--- config.mk ---
export PLATFORM = sky130hd
export DESIGN_NAME = paired_fifo_matcher
export DESIGN_NICKNAME = d
export VERILOG_FILES = /design/src/pfm_pkg.sv /design/src/pfm_queue.sv /design/src/paired_fifo_matcher.sv
export VERILOG_INCLUDE_DIRS = /design/src /design/src/src
export SDC_FILE = /design/constraint.sdc
export NUM_CORES = 1
export LEC_CHECK = 0
export BUFFER_PORTS_ARGS = -buffer_cell sky130_fd_sc_hd__buf_2
export CORE_MARGIN = 10
export CORE_UTILIZATION = 50
export CTS_CLUSTER_SIZE = 14
export DETAILED_ROUTE_END_ITERATION = 16
export PLACE_DENSITY = 0.65
export SKIP_LAST_GASP = 1
export SLEW_MARGIN = 20
export SYNTH_ARGS = -nofsm -noshare
export SYNTH_HDL_FRONTEND = slang
export SYNTH_HIERARCHICAL = 1
export SYNTH_SLANG_ARGS = --single-unit
--- constraint.sdc ---
create_clock -name clock -period 5.9 [get_ports clock]
set_input_delay 0.885 -clock clock [delete_from_list [all_inputs] [get_ports clock]]
set_output_delay 0.885 -clock clock [all_outputs]
set_load 0.1 [all_outputs]
--- src/paired_fifo_matcher_defines.svh ---
`ifndef PAIRED_FIFO_MATCHER_DEFINES_SVH
`define PAIRED_FIFO_MATCHER_DEFINES_SVH

// check that holds in the same cycle as the condition
`define PFM_ASSERT_NOW(label, clk, rst, ante, cons) \
   label: assert property (@(posedge clk) disable iff (rst) (ante) |-> (cons)) \
      else $error("paired fifo matcher check failed");

// check that holds in the cycle after the condition
`define PFM_ASSERT_NEXT(label, clk, rst, ante, cons) \
   label: assert property (@(posedge clk) disable iff (rst) (ante) |=> (cons)) \
      else $error("paired fifo matcher check failed");

`endif

--- src/pfm_pkg.sv ---
`timescale 1ns / 1ps

package pfm_pkg;

   localparam int REQ_DEPTH_DEF = 16;
   localparam int SRV_DEPTH_DEF = 16;
   localparam int ID_BITS_DEF   = 16;

   localparam int ACTION_W = 2;
   localparam int ID_W     = 16;
   localparam int STATUS_W = 2;

   localparam logic [ACTION_W-1:0] ACT_ADD_REQ = 2'd0;
   localparam logic [ACTION_W-1:0] ACT_ADD_SRV = 2'd1;
   localparam logic [ACTION_W-1:0] ACT_MATCH   = 2'd2;
   localparam logic [ACTION_W-1:0] ACT_CANCEL  = 2'd3;

   localparam logic [STATUS_W-1:0] ST_OK    = 2'd0;
   localparam logic [STATUS_W-1:0] ST_EMPTY = 2'd1;
   localparam logic [STATUS_W-1:0] ST_FULL  = 2'd2;

   typedef enum logic [1:0] {
      QOP_PUSH   = 2'd0,
      QOP_POP    = 2'd1,
      QOP_CANCEL = 2'd2
   } q_op_type;

   typedef struct packed {
      logic     start;
      q_op_type op;
   } q_cmd_type;

endpackage

--- src/pfm_queue.sv ---
`timescale 1ns / 1ps

module pfm_queue #(
   parameter int DEPTH = pfm_pkg::REQ_DEPTH_DEF,
   parameter int WIDTH = pfm_pkg::ID_BITS_DEF
) (
   input  logic                         clock,
   input  logic                         reset,
   input  pfm_pkg::q_cmd_type           cmd,
   input  logic [WIDTH-1:0]             id,
   output logic [$clog2(DEPTH+1)-1:0]   count,
   output logic                         done,
   output logic [WIDTH-1:0]             rd_id
);
   import pfm_pkg::*;

   localparam int AW = $clog2(DEPTH);
   localparam int CW = $clog2(DEPTH+1);

   typedef enum logic [2:0] {
      Q_IDLE = 3'b001,
      Q_POP  = 3'b010,
      Q_SCAN = 3'b100
   } q_state_type;

   // circular buffer, oldest word at head
   logic [WIDTH-1:0] mem [DEPTH];
   logic [WIDTH-1:0] rd_data_ff;

   q_state_type state_ff, state_in;
   logic [AW-1:0]    head_ff, head_in;
   logic [CW-1:0]    count_ff, count_in;
   logic [CW-1:0]    rd_off_ff, rd_off_in;
   logic [CW-1:0]    wr_off_ff, wr_off_in;
   logic             scan_vld_ff, scan_vld_in;
   logic [WIDTH-1:0] id_ff, id_in;

   logic             we, re;
   logic [AW-1:0]    waddr, raddr;
   logic [WIDTH-1:0] wdata;

   function automatic logic [AW-1:0] wrap(input logic [AW-1:0] base, input logic [CW-1:0] off);
      logic [CW:0] s;
      s = (CW+1)'(base) + (CW+1)'(off);
      if (s >= (CW+1)'(DEPTH)) begin
         s = s - (CW+1)'(DEPTH);
      end
      return AW'(s);
   endfunction

   always_comb begin
      state_in    = state_ff;
      head_in     = head_ff;
      count_in    = count_ff;
      rd_off_in   = rd_off_ff;
      wr_off_in   = wr_off_ff;
      scan_vld_in = 1'b0;
      id_in       = id_ff;
      we          = 1'b0;
      re          = 1'b0;
      waddr       = wrap(head_ff, count_ff);
      raddr       = head_ff;
      wdata       = id;
      done        = 1'b0;
      case (state_ff)
         Q_IDLE: begin
            if (cmd.start) begin
               case (cmd.op)
                  QOP_PUSH: begin
                     we       = 1'b1;
                     count_in = count_ff + CW'(1);
                  end
                  QOP_POP: begin
                     re       = 1'b1;
                     state_in = Q_POP;
                  end
                  QOP_CANCEL: begin
                     id_in     = id;
                     rd_off_in = '0;
                     wr_off_in = '0;
                     state_in  = Q_SCAN;
                  end
                  default: ;
               endcase
            end
         end
         Q_POP: begin
            done     = 1'b1;
            head_in  = wrap(head_ff, CW'(1));
            count_in = count_ff - CW'(1);
            state_in = Q_IDLE;
         end
         Q_SCAN: begin
            // read one entry a cycle, write survivors back packed towards the head
            if (rd_off_ff < count_ff) begin
               re          = 1'b1;
               raddr       = wrap(head_ff, rd_off_ff);
               rd_off_in   = rd_off_ff + CW'(1);
               scan_vld_in = 1'b1;
            end
            if (scan_vld_ff && (rd_data_ff != id_ff)) begin
               we        = 1'b1;
               waddr     = wrap(head_ff, wr_off_ff);
               wdata     = rd_data_ff;
               wr_off_in = wr_off_ff + CW'(1);
            end
            if ((rd_off_ff == count_ff) && !scan_vld_ff) begin
               done     = 1'b1;
               count_in = wr_off_ff;
               state_in = Q_IDLE;
            end
         end
         default: begin
            state_in = Q_IDLE;
         end
      endcase
   end

   always_ff @(posedge clock) begin
      if (we) begin
         mem[waddr] <= wdata;
      end
      if (re) begin
         rd_data_ff <= mem[raddr];
      end
   end

   always_ff @(posedge clock) begin
      if (reset) begin
         state_ff    <= Q_IDLE;
         head_ff     <= '0;
         count_ff    <= '0;
         rd_off_ff   <= '0;
         wr_off_ff   <= '0;
         scan_vld_ff <= 1'b0;
      end else begin
         state_ff    <= state_in;
         head_ff     <= head_in;
         count_ff    <= count_in;
         rd_off_ff   <= rd_off_in;
         wr_off_ff   <= wr_off_in;
         scan_vld_ff <= scan_vld_in;
      end
   end

   always_ff @(posedge clock) begin
      id_ff <= id_in;
   end

   assign count = count_ff;
   assign rd_id = rd_data_ff;

endmodule

--- src/paired_fifo_matcher.sv ---
`timescale 1ns / 1ps
`include "paired_fifo_matcher_defines.svh"

// Two first-in first-out queues of ids, requesters and servers, each held in a
// circular buffer with one read and one write port. Every word taken on req_
// gives exactly one word on rsp_. An add appends the id or, when that queue is
// full, drops it and reports full; it is accepted and its result is registered
// the cycle after. A match with an empty queue is answered the same way; a
// match that pops a pair waits until both heads are read from memory. A cancel
// walks the requester buffer one entry per cycle, writing survivors back in
// order. A new word is taken once the previous one has finished and the result
// register is free or being emptied. Ids keep the low ID_BITS bits (at most 16).

module paired_fifo_matcher #(
   parameter int REQUESTER_DEPTH = pfm_pkg::REQ_DEPTH_DEF,
   parameter int SERVER_DEPTH    = pfm_pkg::SRV_DEPTH_DEF,
   parameter int ID_BITS         = pfm_pkg::ID_BITS_DEF
) (
   input  logic        clock,
   input  logic        reset,
   input  logic        req_tvalid,
   output logic        req_tready,
   input  logic [15:0] req_tdata,   // id_value
   input  logic [1:0]  req_tuser,   // action
   output logic        rsp_tvalid,
   input  logic        rsp_tready,
   output logic [31:0] rsp_tdata,   // server_id, requester_id
   output logic [2:0]  rsp_tuser    // status, matched
);
   import pfm_pkg::*;

   localparam int KW  = (ID_BITS < ID_W) ? ID_BITS : ID_W;
   localparam int RCW = $clog2(REQUESTER_DEPTH+1);
   localparam int SCW = $clog2(SERVER_DEPTH+1);

   typedef enum logic [1:0] {
      T_IDLE = 2'b01,
      T_WAIT = 2'b10
   } t_state_type;

   t_state_type state_ff, state_in;
   logic [ACTION_W-1:0] action_ff, action_in;

   logic                rsp_tvalid_ff, rsp_tvalid_in;
   logic [STATUS_W-1:0] status_ff, status_in;
   logic                matched_ff, matched_in;
   logic [ID_W-1:0]     srv_id_ff, srv_id_in;
   logic [ID_W-1:0]     rq_id_ff, rq_id_in;

   q_cmd_type           rq_cmd, sv_cmd;
   logic [KW-1:0]       in_id;
   logic [RCW-1:0]      rq_count;
   logic [SCW-1:0]      sv_count;
   logic                rq_done, sv_done;
   logic [KW-1:0]       rq_rd_id, sv_rd_id;
   logic                accept;
   logic [ACTION_W-1:0] in_action;

   assign in_action  = req_tuser;
   assign in_id      = req_tdata[KW-1:0];
   assign req_tready = (state_ff == T_IDLE) && (!rsp_tvalid_ff || rsp_tready);
   assign accept     = req_tvalid && req_tready;

   pfm_queue #(
      .DEPTH (REQUESTER_DEPTH),
      .WIDTH (KW)
   ) u_rq_queue (
      .clock (clock),
      .reset (reset),
      .cmd   (rq_cmd),
      .id    (in_id),
      .count (rq_count),
      .done  (rq_done),
      .rd_id (rq_rd_id)
   );

   pfm_queue #(
      .DEPTH (SERVER_DEPTH),
      .WIDTH (KW)
   ) u_sv_queue (
      .clock (clock),
      .reset (reset),
      .cmd   (sv_cmd),
      .id    (in_id),
      .count (sv_count),
      .done  (sv_done),
      .rd_id (sv_rd_id)
   );

   always_comb begin
      state_in      = state_ff;
      action_in     = action_ff;
      rsp_tvalid_in = rsp_tvalid_ff && !rsp_tready;
      status_in     = status_ff;
      matched_in    = matched_ff;
      srv_id_in     = srv_id_ff;
      rq_id_in      = rq_id_ff;
      rq_cmd        = '{start: 1'b0, op: QOP_PUSH};
      sv_cmd        = '{start: 1'b0, op: QOP_PUSH};
      case (state_ff)
         T_IDLE: begin
            if (accept) begin
               action_in  = in_action;
               status_in  = ST_OK;
               matched_in = 1'b0;
               srv_id_in  = '0;
               rq_id_in   = '0;
               case (in_action)
                  ACT_ADD_REQ: begin
                     rsp_tvalid_in = 1'b1;
                     if (rq_count == RCW'(REQUESTER_DEPTH)) begin
                        status_in = ST_FULL;
                     end else begin
                        rq_cmd = '{start: 1'b1, op: QOP_PUSH};
                     end
                  end
                  ACT_ADD_SRV: begin
                     rsp_tvalid_in = 1'b1;
                     if (sv_count == SCW'(SERVER_DEPTH)) begin
                        status_in = ST_FULL;
                     end else begin
                        sv_cmd = '{start: 1'b1, op: QOP_PUSH};
                     end
                  end
                  ACT_MATCH: begin
                     if ((rq_count == '0) || (sv_count == '0)) begin
                        rsp_tvalid_in = 1'b1;
                        status_in     = ST_EMPTY;
                     end else begin
                        rq_cmd   = '{start: 1'b1, op: QOP_POP};
                        sv_cmd   = '{start: 1'b1, op: QOP_POP};
                        state_in = T_WAIT;
                     end
                  end
                  ACT_CANCEL: begin
                     rq_cmd   = '{start: 1'b1, op: QOP_CANCEL};
                     state_in = T_WAIT;
                  end
                  default: ;
               endcase
            end
         end
         T_WAIT: begin
            // both pops finish together, so the requester side paces the wait
            if (rq_done) begin
               rsp_tvalid_in = 1'b1;
               state_in      = T_IDLE;
               if (action_ff == ACT_MATCH) begin
                  matched_in = 1'b1;
                  srv_id_in  = ID_W'(sv_rd_id);
                  rq_id_in   = ID_W'(rq_rd_id);
               end
            end
         end
         default: begin
            state_in = T_IDLE;
         end
      endcase
   end

   always_ff @(posedge clock) begin
      if (reset) begin
         state_ff      <= T_IDLE;
         rsp_tvalid_ff <= 1'b0;
      end else begin
         state_ff      <= state_in;
         rsp_tvalid_ff <= rsp_tvalid_in;
      end
   end

   always_ff @(posedge clock) begin
      action_ff  <= action_in;
      status_ff  <= status_in;
      matched_ff <= matched_in;
      srv_id_ff  <= srv_id_in;
      rq_id_ff   <= rq_id_in;
   end

   assign rsp_tvalid = rsp_tvalid_ff;
   assign rsp_tdata  = {rq_id_ff, srv_id_ff};
   assign rsp_tuser  = {matched_ff, status_ff};

   `PFM_ASSERT_NOW(a_rq_count_bound, clock, reset, 1'b1, rq_count <= RCW'(REQUESTER_DEPTH))
   `PFM_ASSERT_NOW(a_no_accept_busy, clock, reset, state_ff == T_WAIT, !req_tready)
   `PFM_ASSERT_NEXT(a_add_answers, clock, reset,
      accept && ((in_action == ACT_ADD_REQ) || (in_action == ACT_ADD_SRV)), rsp_tvalid)
   `PFM_ASSERT_NEXT(a_wait_finishes, clock, reset,
      (state_ff == T_WAIT) && rq_done, (state_ff == T_IDLE) && rsp_tvalid)
   `PFM_ASSERT_NOW(a_pops_aligned, clock, reset,
      (state_ff == T_WAIT) && (action_ff == ACT_MATCH), rq_done == sv_done)

endmodule
Yosys cells after proc, flatten, opt, wreduce, memory -nomap -nowiden
Memory sizes are Yosys's and may differ from the RTL's. A register that Yosys moved wholly into a read port is not among the register bits.
Cells that the tools add are included.

operators by class
  add/sub/neg operators = 24
  reduce and logical (&&, ||, !) cells = 39
  equal/unequal tests = 41
  magnitude comparators = 10
  bitwise logic cells = 2
  mux-type cells = 104

operators by type and width
  cell                                                                                  count
  16-bit 2-to-1 mux                                                                     9
  5-bit 2-to-1 mux                                                                      14
  4-bit 2-to-1 mux                                                                      16
  16-bit case mux with 2 select lines                                                   2
  5-bit case mux with 2 select lines                                                    4
  4-bit by 5-bit adder with 6-bit output                                                6
  6-bit by 5-bit greater-or-equal comparator with 1-bit output (second input constant)  6
  3-bit 2-to-1 mux                                                                      11
  16-bit inequality test                                                                2
  4-bit AND reduction                                                                   8
  4-bit by 1-bit subtractor with 4-bit output (second input constant)                   8
  5-bit by 1-bit adder with 5-bit output (second input constant)                        6
  3-bit case mux with 2 select lines                                                    5
  5-bit case mux with 3 select lines                                                    2
  1-bit 2-to-1 mux                                                                      24
  2-bit inequality test (second input constant)                                         9
  1-bit case mux with 2 select lines                                                    8
  2-bit equality test (second input constant)                                           6
  2-bit by 1-bit inequality test with 1-bit output (second input constant)              6
  3-bit AND reduction                                                                   4
  4-bit by 1-bit adder with 5-bit output (second input constant)                        2
  5-bit equality test                                                                   2
  5-bit equality test (second input constant)                                           2
  5-bit greater-or-equal comparator (second input constant)                             2
  other kinds (22)                                                                      56

storage, ports and cells
  register bits = 118
  RAM bits = 512
  word-level logic and storage cells = 243
  output and inout bits = 37
  input port bits = 22
  memories kept = 2

memories
  memory          depth  bits a word  rd ports  clocked after memory_dff  wr ports  line             source
  u_rq_queue.mem  16     16           1         1                         1         pfm_queue.sv:27  logic [WIDTH-1:0] mem [DEPTH];
  u_sv_queue.mem  16     16           1         1                         1         pfm_queue.sv:27

Logic depth before layout (Yosys ltp)
Gate-level depths: netlist (run 1).

  word-level depth = 12
  gate-level depth with buffers = 14
  gate-level depth less buffers = 14

By module
Netlist (run 1), hierarchy kept.

by module, submodules not included
  module                  area each (µm²)  instances  cells each  seq. area each (µm²)
  pfm_queue (u_rq_queue)  13022.5          1          941         9108.7
  pfm_queue (u_sv_queue)  13021.2          1          918         9108.7
  paired_fifo_matcher     1800.5           1          135         1171.1

Least setup slack after synthesis (run 1)
No wires, ideal clock.

  path kind = input -> register
  start point = input req_tuser[0]
  end point = memory u_rq_queue/mem[9][0] (netlist bit) (enable)
  stages on the path = 10
  setup time = 0.413 ns
  path buffers = 1
  setup slack = 1.851 ns
  required time = 5.487 ns
  arrival = 3.636 ns
  path through = inv_1 -> ha_1 -> o221ai_4 -> a211oi_1 -> and2_1 -> clkbuf_1 -> nand3b_1 -> o22ai_1 -> nand2_1 -> nor3b_1

RTL lines
  element             line                       source
  start: declaration  paired_fifo_matcher.sv:24  input logic [1:0] req_tuser,
  end: declaration    pfm_queue.sv:27

Worst setup path in the final report (run 1)
  start point = register u_rq_queue.rd_data_ff[1] (netlist: u_rq_queue/rd_id[1]) (read register of u_rq_queue.mem)
  end point = memory u_rq_queue/mem[1][4] (netlist bit) (enable)

between the ends
  longest elaborated chain between the ends = 6
  elaborated cells between the ends (all ways) = 8
  those cells by class = eq/ne (1); mux (6); reduce/logical (1)

RTL lines
  element                                 line              source
  start: declaration                      pfm_queue.sv:28   logic [WIDTH-1:0] rd_data_ff;
  16-bit inequality test (*)              pfm_queue.sv:101  if (scan_vld_ff && (rd_data_ff != id_ff)) begin
  1-bit logical AND (*)                   pfm_queue.sv:101
  1-bit 2-to-1 mux                        pfm_queue.sv:101
  1-bit case mux with 2 select lines      pfm_queue.sv:65   case (state_ff)
  1-bit 2-to-1 mux                        pfm_queue.sv:120  if (we) begin
  1-bit 2-to-1 mux (not written as such)  pfm_queue.sv:121  mem[waddr] <= wdata;

Mark *: on every way between the ends. The rest lies on a longest branch, timed or not.

==> flow_summary.ini, run 1 <==
[critical_path]
slowest_stage = xnor2_1
cpPeakStageDelay_ns = 0.86
worst_setup_path_start_kind = register
cp_top_family = simple AND/OR/NAND/NOR gates
cp.buffers_inverters = 1
path_class = reg -> reg
path_cells = xor2_1, nor4_1, nand4_1, nand3_1, mux2i_1, xnor2_1, and4_1, buf_4
crit_path_max_fanout = 10
setup.worst_path.end_class = register
critPathArrivalTime_ns = 4.71
crit_required_ns = 6.21

[synthesis]
synth_cell_type_count = 69
syn_avg_cell_area_um2 = 14.0
synth_area_leaders = edfxtp_1 66%, a21oi_1 4.3%, a221oi_1 4.0%
yosys_warnings = 6
synthesis.area_um2 = 27800
yosysTopAreaCell = edfxtp_1
synth_flop_cell = edfxtp_1
async_flop_share = 0
synth_top_cell_area_share = 0.661
synth-edff-count = 613
syn_inst = 1994
yosysSeqAreaShare = 0.696
yosys_register_bits = 662

[clocking]
h-tree-depth = 3
clk_pin_slew_ns = 0.06
root_buffer = clkbuf_16
clk_path_buf_depth = 3
cts_resized = 0
post_cts_buffers = 0
clkLatencyLatePin_ns = 0.61
hold_buffers = 0
clkSinkCount = 662
cts_made_buffers = 68
tritoncts = built

[timing]
tightestPinTransition_ns = 1.17
maxSlewViolCount = 0
fin_crit_sh = 0.746
max_freq_mhz = 227
finClkSkew_ns = 0.0284
slew_headroom = 0.217
setup_viol = 0
hold_viol = 0
setup_tns_ns = 0
period_minus_slack_ns = 4.40
rsz0062_at_grt = no

[cells_and_area]
seq_area_um2 = 19400
layout_common_cells = 613 x edfxtp_1, 250 x nand2_1, 238 x a21oi_1
drive_gt1_frac = 0.138
fin_nets = 2132
final_common_cell = edfxtp_1
fin_cells = 2849
nFillCells = 4390
syn_to_final_growth_pct = 11.9
multi_input_area_um2 = 7980

[detailed_routing]
finalWirelength_mm = 69.0
antenna_left = 0
drt_iter0_markers = 1843
drt_pass1_iterations = 5
drc = 0
wl_per_cell_um = 24.2
avgViaCountPerCell = 6.06
vias = 17300

[global_route]
grt_pass1_wl_mm = 105
overflow = 0
first_global_vias = 16600
grt_max_degree = 101
track_usage = 0.206
antenna_found_initial = 5

[floorplanning]
core-area_um2 = 55100
initial_core_util = 0.505
rows = 86
io_pins = 59
die_w_um = 256
dieHeight_um = 256
dieArea_um2 = 65500

[hold_path]
hp-class = reg -> reg

[run_status]
status = complete, no violations

[power]
powerDensity_nw_per_um2 = 324
leakage_uw = 0.0106
irDropWorstVdd_mv = 0.198

[placed_design]
place.gp.congestion = 0.888
numPortBuffers = 58
dp.cells = 2726
dp_hpwl_mm = 43.1

[job]
drv_cap = 0
## tightest hold or removal path, delay by kind of cell, from the launching register on
family | cells | cell delay (ns)
AO/OA/AOI/OAI | 1 | 0.07
buffers and inverters | 1 | 0.08
flip-flops | 1 | 0.31
## report_power, final
part	internal (uW)	total (uW)	switching [uW]
Combinational	102	710	608
Sequential	5210	5250	34.6
Clock	2360	4130	1770
Total	7670	10100	2420
## final timing paths
check / depth (start not counted) / end / slack, ns / from
setup / recovery: 8 / u_rq_queue/mem[1][4] / 1.50 / u_rq_queue/rd_id[1]
hold / removal: 2 / state_ff[0] / 0.50 / state_ff[0]
setup reg to reg: 8 / u_rq_queue/mem[1][4] / 1.50 / u_rq_queue/rd_id[1]
hold reg to reg: 2 / state_ff[0] / 0.50 / state_ff[0]
## cells in the mapped netlist (all sizes together), types with 16 or more instances
library cell	instances
edfxtp	613
nand2	252
a21oi	239
a221oi	127
nor2	90
clkbuf	62
mux2i	55
ha	54
xor2	52
buf	49
dfxtp	49
and2	37
inv	37
mux2	35
or4	34
nand3	21
xnor2	21
o21ai	20
nor3	16
## routing by layer
| layer | vias to the layer above | track usage | wire (um) | share of wire |
|---|---|---|---|---|
| met5 | - | 0 | 23 | 0.00033 |
| met4 | 4 | 0.0661 | 1580 | 0.023 |
| met3 | 103 | 0.0334 | 5740 | 0.083 |
| met2 | 809 | 0.305 | 30700 | 0.45 |
| met1 | 8616 | 0.306 | 30900 | 0.45 |
| li1 | 7723 | - | - | - |
## logic make-up (layout without fill, tap and decap cells)
group	after synthesis	count (layout)	synth area share
muxes	90	90	0.0341
other	1	3	0.000135
buffers and inverters	148	253	0.0238
adders and majority gates	62	62	0.0300
AOI/OAI and AO/OA	443	443	0.104
xor gates and xnor gates	73	73	0.0230
and+or+nand+nor	515	515	0.0886
DFF	662	662	0.696
## per-stage QoR
step           power, uW  hold WS (ns)  worst slack, ns  utilization  area, um^2
2_1_floorplan       5880         0.462             1.85            -       27800
6_report           10100         0.504             1.50        0.566       31200
3_5_place_dp        6060         0.493             1.46        0.526       29000
4_1_cts            10200         0.493             1.46        0.565       31100
3_3_place_gp        6050         0.474             1.56        0.526       29000
5_1_grt            10400         0.502             1.41        0.566       31200
## sequential cells by signal (all words and copies together), names as in the netlist, 3 cells and up
name	cells
u_rq_queue/state_ff	3
u_sv_queue/wr_off_ff	5
rq_id_ff	16
u_rq_queue/rd_off_ff	5
u_sv_queue/count	5
u_rq_queue/head_ff	4
u_sv_queue/mem	256
u_sv_queue/rd_id	16
u_rq_queue/count	5
u_sv_queue/id_ff	16
u_rq_queue/rd_id	16
u_rq_queue/mem	256
u_rq_queue/id_ff	16
u_rq_queue/wr_off_ff	5
u_sv_queue/rd_off_ff	5
srv_id_ff	16
u_sv_queue/state_ff	3
u_sv_queue/head_ff	4
## layout make-up
cell class	count	area share
clock inverters	43	0.0113
flip-flops and latches	662	0.622
repair buffers	94	0.0184
inverters	37	0.00446
diodes	1	0.0000803
well taps	748	0.0300
multi-input cells	1185	0.256
clock buffers	79	0.0573
(Power assumes the default switching activity.)
==> run 2: changes to the inputs <==
Settings changed: ABC_AREA from default to 1, PLACE_DENSITY 0.65 to 0.67.
Clock period 5.9 ns to 3.95 ns, I/O delays scaled along.
==> flow_summary.ini, run 2 <==
[run_status]
status = complete, no violations

[power]
irDropWorstVdd_mv = 0.322
p_seq_frac = 0.457
swShare = 0.301
p_comb_frac = 0.178
clockPowerShare = 0.365
switchingPower_uw = 5470
p_int_uw = 12700
leakage_uw = 0.0151
powerDensity_nw_per_um2 = 527
fin_total_pwr_uw = 18200

[critical_path]
worst_setup_path_start_kind = register
path_class = reg -> reg
critPathArrivalTime_ns = 3.51
crit_required_ns = 4.22
crit_path_max_fanout = 31
setup.worst_path.end_class = register

[placed_design]
place.gp.congestion = 0.881
dp_hpwl_mm = 51.5
dpl_cell_area_um2 = 32200
numPortBuffers = 58

[synthesis]
async_flop_share = 0
yosys_register_bits = 662
synthesis.area_um2 = 30800
synth_area_leaders = edfxtp_1 60%, nand2_1 9.5%, nand3_1 8.6%
syn_inst = 3092
ys_top_cells_by_count = 775 x nand2_1, 613 x edfxtp_1, 609 x inv_1, 528 x nand3_1, 99 x nor2_1
synth_flop_cell = edfxtp_1
yosys_warnings = 6
yosysTopAreaCell = edfxtp_1
synth-edff-count = 613
syn_avg_cell_area_um2 = 9.95
yosysSeqAreaShare = 0.630
synth_cell_type_count = 48
synth_top_cell_area_share = 0.598
synth.most_common_cell = nand2_1

[floorplanning]
io_pins = 59
initial_core_util = 0.507
rows = 90
dieHeight_um = 268
core-area_um2 = 60700
die_w_um = 268
dieArea_um2 = 71900

[hold_path]
hp-class = in -> reg

[clocking]
clkLatencyLatePin_ns = 0.60
post_cts_buffers = 0
hold_buffers = 0
cts_resized = 0
tritoncts = built
root_buffer = clkbuf_16
h-tree-depth = 3
clkSinkCount = 662
cts_made_buffers = 69
clk_pin_slew_ns = 0.06
clk_path_buf_depth = 3

[timing]
finClkSkew_ns = 0.0184
period_minus_slack_ns = 3.23
slew_headroom = 0.266
hold_viol = 0
maxSlewViolCount = 0
fin_crit_sh = 0.818
rsz0062_at_grt = no
max_freq_mhz = 309
setup_viol = 0
setup_tns_ns = 0
tightestPinTransition_ns = 1.10

[detailed_routing]
drc = 0
vias = 21400
drt_pass1_iterations = 6
drt_iter0_markers = 2577
wl_per_cell_um = 19.7
finalWirelength_mm = 79.1
avgViaCountPerCell = 5.33
antenna_left = 0

[cells_and_area]
final_common_cell = nand2_1
multi_input_area_um2 = 8530
layout_common_cells = 772 x nand2_1, 613 x edfxtp_1, 609 x inv_1
postLayoutCellArea_um2 = 34500
nFillCells = 5089
drive_gt1_frac = 0.0947
reg_top3 = u_rq_queue/mem x256, u_sv_queue/mem x256
fin_nets = 3264
seq_area_um2 = 19400
syn_to_final_growth_pct = 12.2

[global_route]
antenna_found_initial = 6
track_usage = 0.220
first_global_vias = 20300
overflow = 0
grt_pass1_wl_mm = 120
grt_max_degree = 67

[job]
drv_cap = 0
==> run 2: changes by cell type in the layout (fill, tap and decap cells not counted), moves of 31 or more <==
| cell | change |
|---|---|
| inv_1 | +572 |
| nand2_1 | +522 |
| nand3_1 | +510 |
| a21oi_1 | -189 |
| a221oi_1 | -126 |
| mux2i_1 | -54 |
| and2_1 | -35 |
| mux2_2 | -34 |
| or4_1 | -32 |
| buf_4 | +31 |
==> run 2: critical path: stages (launching register included) <==
cell	delay, ns
dfxtp_1	0.32
nor2_1	0.15
nand2_2	0.21
nor2_1	0.32
nand2_1	0.12
buf_4	0.25
o21ai_0	0.65
nand2_1	0.39
nor2_2	0.20
buf_4	0.28
==> run 2: cell families after synthesis <==
group,synth area share
buf+inv,0.0962
compound gates,0.0202
other cells,0.000122
simple gates,0.210
xor+xnor,0.0161
fa+ha+maj,0.0272
flops,0.630
==> run 2: power by group through the flow <==
| stage | logic (uW) | registers, uW | clock network (uW) |
|---|---|---|---|
| detailed placement | 3210 | 8460 | 0 |
| global route | 3430 | 8350 | 7020 |
| global placement | 3170 | 8450 | 0 |
| CTS | 3220 | 8310 | 6740 |
| finish | 3230 | 8310 | 6640 |
| floorplan | 1160 | 9710 | 0 |
==> run 2: layer usage <==
layer,vias up,track usage,share of wire
met4,4,0.0858,0.033
li1,10200,-,-
met3,143,0.0399,0.095
met1,10100,0.307,0.43
met2,955,0.338,0.44
met5,-,0,0.00033
==> run 2: layout make-up <==
class | count | area share
inverter | 615 | 0.0669
multi-input combinational | 1697 | 0.247
clock inverter | 40 | 0.0129
antenna | 4 | 0.000290
clock buffer | 82 | 0.0539
sequential | 662 | 0.562
timing repair buffer | 135 | 0.0291
tap | 782 | 0.0283
==> run 2: through the flow <==
step / worst slack, ns / cells / util / hold slack (ns)
floorplan: 0.251 / 3093 / - / 0.458
global placement: 0.824 / 3891 / 0.531 / 0.477
detailed placement: 0.777 / 3891 / 0.531 / 0.482
CTS: 0.803 / 4013 / 0.569 / 0.223
global route: 0.581 / 4013 / 0.569 / 0.238
finish: 0.718 / 4017 / 0.569 / 0.249
==> run 2: path summary, 6_finish.rpt <==
check	startpoint	end	slack (ns)	depth (start not counted)
worst max register to register	u_rq_queue/state_ff[0]	u_rq_queue/mem[5][0]	0.72	9
worst min register to register	state_ff[1]	state_ff[1]	0.50	2
worst max-delay path	u_rq_queue/state_ff[0]	u_rq_queue/mem[5][0]	0.72	9
worst min-delay path	req_tdata[0]	u_sv_queue/id_ff[0]	0.25	1
